`config.mk`:
```
export PLATFORM = sky130hd
export DESIGN_NAME = hll_controller
export DESIGN_NICKNAME = d
export VERILOG_FILES = /design/src/hw/rtl/hll_pkg.sv /design/src/hw/rtl/hll_controller.sv
export SDC_FILE = /design/constraint.sdc
export NUM_CORES = 1
export LEC_CHECK = 0
export ABC_CLOCK_PERIOD_IN_PS = 1400
export BUFFER_PORTS_ARGS = -buffer_cell sky130_fd_sc_hd__buf_2
export CAP_MARGIN = 20
export CORE_AREA = 3 3 40 42
export CTS_BUF_LIST = sky130_fd_sc_hd__clkbuf_16
export CTS_CLUSTER_DIAMETER = 100
export CTS_CLUSTER_SIZE = 16
export DETAILED_ROUTE_END_ITERATION = 7
export DIE_AREA = 0 0 43 45
export PLACE_DENSITY = 0.46
export SLEW_MARGIN = 20
export SYNTH_ARGS = -nofsm -noshare
export SYNTH_HDL_FRONTEND = slang
export SYNTH_SLANG_ARGS = --single-unit
```
`constraint.sdc`:
```
create_clock -name clk -period 1.4 [get_ports clk]
set_clock_uncertainty 0.2 [all_clocks]
set_input_delay 0.21 -clock clk [delete_from_list [all_inputs] [get_ports clk]]
set_output_delay 0.21 -clock clk [all_outputs]
set_load 0.05 [all_outputs]
```
`src/hw/rtl/hll_pkg.sv`:
```
// hll_pkg: shared constants, payload structs, opcodes and controller types
// for the hyperloglog counter; no dependencies
package hll_pkg;

    localparam int INDEX_BITS   = 12;
    localparam int HASH_BITS    = 32;
    localparam int REG_COUNT    = 1 << INDEX_BITS;
    localparam int LOW_BITS     = HASH_BITS - INDEX_BITS;
    localparam int RANK_W       = 6;
    localparam int IDX_FIELD_W  = 12;
    localparam int HASH_FIELD_W = 32;
    localparam int EST_W        = 44;
    localparam int ALPHA_W      = 16;
    // q13.32 harmonic sum, wide enough for m * 2^32
    localparam int SUM_W        = INDEX_BITS + 33;
    localparam int DIV_SHIFT    = INDEX_BITS + 16;
    localparam int DIV_STEPS    = 33 + DIV_SHIFT;
    localparam int DIV_CNT_W    = $clog2(DIV_STEPS);
    localparam int CFG_ADDR_W   = 2;
    localparam int CFG_DATA_W   = 32;

    localparam logic [SUM_W-1:0]      SUM_INIT    = SUM_W'(1) << (INDEX_BITS + 32);
    localparam logic [EST_W-1:0]      EST_MAX     = '1;
    localparam logic [ALPHA_W-1:0]    ALPHA_RESET = 16'd47259;
    localparam logic [RANK_W-1:0]     RANK_MAX    = RANK_W'(HASH_BITS);
    localparam logic [CFG_ADDR_W-1:0] ADDR_ALPHA  = 2'd0;

    typedef enum logic [1:0] {
        OP_ADD      = 2'd0,
        OP_MERGE    = 2'd1,
        OP_ESTIMATE = 2'd2,
        OP_CLEAR    = 2'd3
    } op_t;

    typedef struct packed {
        op_t                     op;
        logic [HASH_FIELD_W-1:0] hash_value;
        logic [IDX_FIELD_W-1:0]  merge_index;
        logic [RANK_W-1:0]       merge_rank;
    } in_item_t;

    typedef struct packed {
        logic [IDX_FIELD_W-1:0] reg_index;
        logic [RANK_W-1:0]      reg_value;
        logic [EST_W-1:0]       estimate;
    } out_item_t;

    typedef enum logic [2:0] {
        ST_INIT,
        ST_IDLE,
        ST_UPDATE,
        ST_DIVIDE,
        ST_CLEAR
    } ctrl_state_t;

    typedef struct packed {
        logic capture;
        logic upd;
        logic clr_wr;
        logic div_start;
        logic emit_clear;
    } ctrl_cmd_t;

    typedef struct packed {
        logic clr_last;
        logic div_done;
    } ctrl_status_t;

endpackage

```
`src/hw/rtl/hll_controller.sv`:
```
// hll_controller: state machine sequencing update, estimate and clear
// sweeps for the hyperloglog counter; uses hll_pkg
module hll_controller (
    input  logic                  clk,
    input  logic                  rst_n,
    input  logic                  start,
    input  hll_pkg::op_t          op,
    input  hll_pkg::ctrl_status_t status,
    output hll_pkg::ctrl_cmd_t    cmd,
    output logic                  busy
);

    hll_pkg::ctrl_state_t state_reg, state_next;

    always_comb
    begin
        state_next = state_reg;
        unique case (state_reg)
            hll_pkg::ST_INIT:
            begin
                if (status.clr_last)
                begin
                    state_next = hll_pkg::ST_IDLE;
                end
            end
            hll_pkg::ST_IDLE:
            begin
                if (start)
                begin
                    unique case (op) inside
                        hll_pkg::OP_ADD, hll_pkg::OP_MERGE: state_next = hll_pkg::ST_UPDATE;
                        hll_pkg::OP_ESTIMATE:               state_next = hll_pkg::ST_DIVIDE;
                        hll_pkg::OP_CLEAR:                  state_next = hll_pkg::ST_CLEAR;
                        default:                            state_next = hll_pkg::ST_IDLE;
                    endcase
                end
            end
            hll_pkg::ST_UPDATE:
            begin
                state_next = hll_pkg::ST_IDLE;
            end
            hll_pkg::ST_DIVIDE:
            begin
                if (status.div_done)
                begin
                    state_next = hll_pkg::ST_IDLE;
                end
            end
            hll_pkg::ST_CLEAR:
            begin
                if (status.clr_last)
                begin
                    state_next = hll_pkg::ST_IDLE;
                end
            end
            default:
            begin
                state_next = hll_pkg::ST_INIT;
            end
        endcase
    end

    always_comb
    begin
        cmd.capture    = (state_reg == hll_pkg::ST_IDLE) && start;
        cmd.div_start  = cmd.capture && (op == hll_pkg::OP_ESTIMATE);
        cmd.upd        = (state_reg == hll_pkg::ST_UPDATE);
        cmd.clr_wr     = (state_reg == hll_pkg::ST_INIT) || (state_reg == hll_pkg::ST_CLEAR);
        cmd.emit_clear = (state_reg == hll_pkg::ST_CLEAR) && status.clr_last;
        busy           = (state_reg != hll_pkg::ST_IDLE);
    end

    always_ff @(posedge clk or negedge rst_n)
    begin
        if (!rst_n)
        begin
            state_reg <= hll_pkg::ST_INIT;
        end
        else
        begin
            state_reg <= state_next;
        end
    end

    a_upd_after_capture: assert property (@(posedge clk) disable iff (!rst_n)
        cmd.upd |-> $past(cmd.capture))
        else $error("update without a captured item");

    a_div_done_in_divide: assert property (@(posedge clk) disable iff (!rst_n)
        status.div_done |-> (state_reg == hll_pkg::ST_DIVIDE))
        else $error("divider finished outside the estimate state");

endmodule

```
==> results.md <==
- Die H: 45 um
- Final period util: 125%
- RSZ-0062 raised after global routing: true
- Layout Nets: 55
- Top Ports: 13
- Crit path from: state_reg[1]
- Setup WS pre-CTS: -0.130 ns
- Initial antenna violation count: 0
- Top_reg_cell synth: dfrtp_1
- Warnings from Yosys: 0
- TritonCTS clock tree: done
- First-pass GRT wire length: 1260 um
- Sink Count: 3
- Num CTS Buffers: 3
- Reg2Reg Setup Slack: -0.12 ns
- Pwr/cell area: 2580 mW/mm^2
- Max reg flops: 3
- Clock transition at path regs: 0.03 ns
- Grt ovf: 0
- Final setup viols: 7
- Gr usage total: 9.93%
- Share of post-route cells with drive strength above 1: 74.5%
- FF-to-FF path depth: 4
- Sequential fraction of the synthesis area: 41.4%
- Top-count cell post-synth: dfrtp_1
- Final Worst Setup Slack: -0.348 ns
- P_leak: 0.248 nW
- Buffers on Ports: 12
- Core area: 0.00128 sq mm
- Post-route ant nets: 0
- Crit path DAT: 1.34 ns
- Failing checks: negative setup slack
- Clk root buf: clkbuf_16
- First-pass DRT Iterations: 2
- Final Hold Fails: 0
- Clk_lat worst skew: 0.22 ns
- Vias per cell: 4.11
- Number of global-route vias before repair: 289
- Fmax: 572 MHz
- Seq cells post-synth: 3
- H-tree depth: 1
- Layout Utilization: 41.3%
- Post-synth EDFFs: 0
- Mapped Cells: 20
- Worst-Margin Slew: 0.306 ns
- Die ar.: 0.00194 sq mm
- Initial Util: 14.1%
- Worst Setup EP: cmd[1]
- Ys async rst share: 100%
- Status: complete, but fails checks
- Tmin final: 1.75 ns
- End of the worst register-to-register path: state_reg[2]
- Slew Viols, Final: 0
- Setup TNS Final: -1.64 ns
- WP data required: 0.99 ns
- Worst setup EP type: primary output
- Area growth, synth to finish: 192%
- Worst slew margin: 79.6%
- Peak supply drop: 764 uV
- Initial DRC Count: 1
- Post-Syn Area: 181 sq um
- Critical path class: reg2out
- Crit start category: register
- Avg Synthesized Cell Area: 9.07 sq um
- Post-synth top area share: 41.4%
- Library cells used by synthesis: 15
- Inserted Diodes: 0
- Wire per inst: 12.4 um
- Post-Route WL: 768 um
- Mapped Nets: 27
- Largest net degree at the start of global routing: 5
- Final Wtd Congestion: 0.694
- Synth top area cells: dfrtp_1, nor3b_1, nor2b_1
- DIE WIDTH: 43 um
- Cell taking the most area after synthesis: dfrtp_1
- DR DRC count: 0
- HP Class: in2reg
- Clock buffer depth: 2
- Via count: 255
- Synth top cells by count: dfrtp_1, nor2_1, nor2b_1, nor3b_1
- Reg2reg start: state_reg[0]
- Max Cap Viol: 0
- Cell row count: 13
- Worst-path fanout max: 3
==> timing repair <==
action | in CTS | in global routing
endpoints found under the setup margin | 7 | 8
hold endpoints to repair | 3 | 0
buffers inserted | 2 | 3
hold buffers | 1 | 0
resized for setup | 15 | 6
pin swaps | 0 | 1
==> worst min path at each step <==
| stage | from | slack (ns) | cells after the start | endpoint |
|---|---|---|---|---|
| after floorplan | rst_n | -0.29 | 0 | state_reg[0] |
| final | status[1] | 0.05 | 2 | state_reg[0] |
| after global placement | rst_n | -0.20 | 1 | state_reg[0] |
| after detailed placement | rst_n | -0.19 | 1 | state_reg[2] |
| after CTS | status[1] | 0.04 | 2 | state_reg[0] |
| after global routing | status[1] | 0.06 | 2 | state_reg[0] |
==> area by class of cell <==
class | instances | area [sq um]
Fill cell | 120 | 754
Timing Repair Buffer | 23 | 201
Multi-Input combinational cell | 16 | 149
Sequential cell | 3 | 75.1
Clock buffer | 3 | 75.1
Tap cell | 15 | 18.8
Inverter | 1 | 7.51
Clock inverter | 1 | 3.75
==> cells in the final DEF, fill, tap and decap left out, drive strengths merged, types with 2 or more instances in the layout <==
cell,instances
clkbuf,3
buf,22
dfrtp,3
nor3b,2
nor2,2
nor2b,2
==> report_power, final <==
part	total (mW)	internal [mW]	switching, mW
Sequential	0.143	0.116	0.0267
Combinational	0.775	0.366	0.409
Clock	0.451	0.369	0.0823
Total	1.37	0.851	0.518
==> worst max-delay path: stages, from the launching register on <==
cell      delay (ns)
dfrtp_1         0.39
nor2b_2         0.15
nand3b_1        0.24
nor2_4          0.16
buf_6           0.17
==> kinds of logic after synthesis <==
group                  synth area share, %
AOI/OAI and AO/OA                     13.8
DFF                                   41.4
buffers and inverters                 2.07
and+or+nand+nor                       42.8
==> metal layers <==
metal / global-route usage (%) / vias up / share of wire [%]
met3: 5.18 / 2 / 4.7
met4: 9.04 / 0 / 1.0
met2: 18.3 / 8 / 63
met5: 0 / - / 0
li1: - / 126 / -
met1: 7.28 / 119 / 31
==> metrics by stage <==
| stage | hold WS [ns] | std cells | total power, mW | instance area [sq um] |
|---|---|---|---|---|
| 6_report | 0.0462 | 62 | 1.37 | 531 |
| 5_1_grt | 0.0643 | 62 | 1.44 | 531 |
| 4_1_cts | 0.0407 | 60 | 1.29 | 495 |
| 3_5_place_dp | -0.194 | 53 | 0.683 | 343 |
| 3_3_place_gp | -0.196 | 53 | 0.681 | 343 |
| 2_1_floorplan | -0.286 | 20 | 0.515 | 219 |
(Power assumes the default switching activity.)
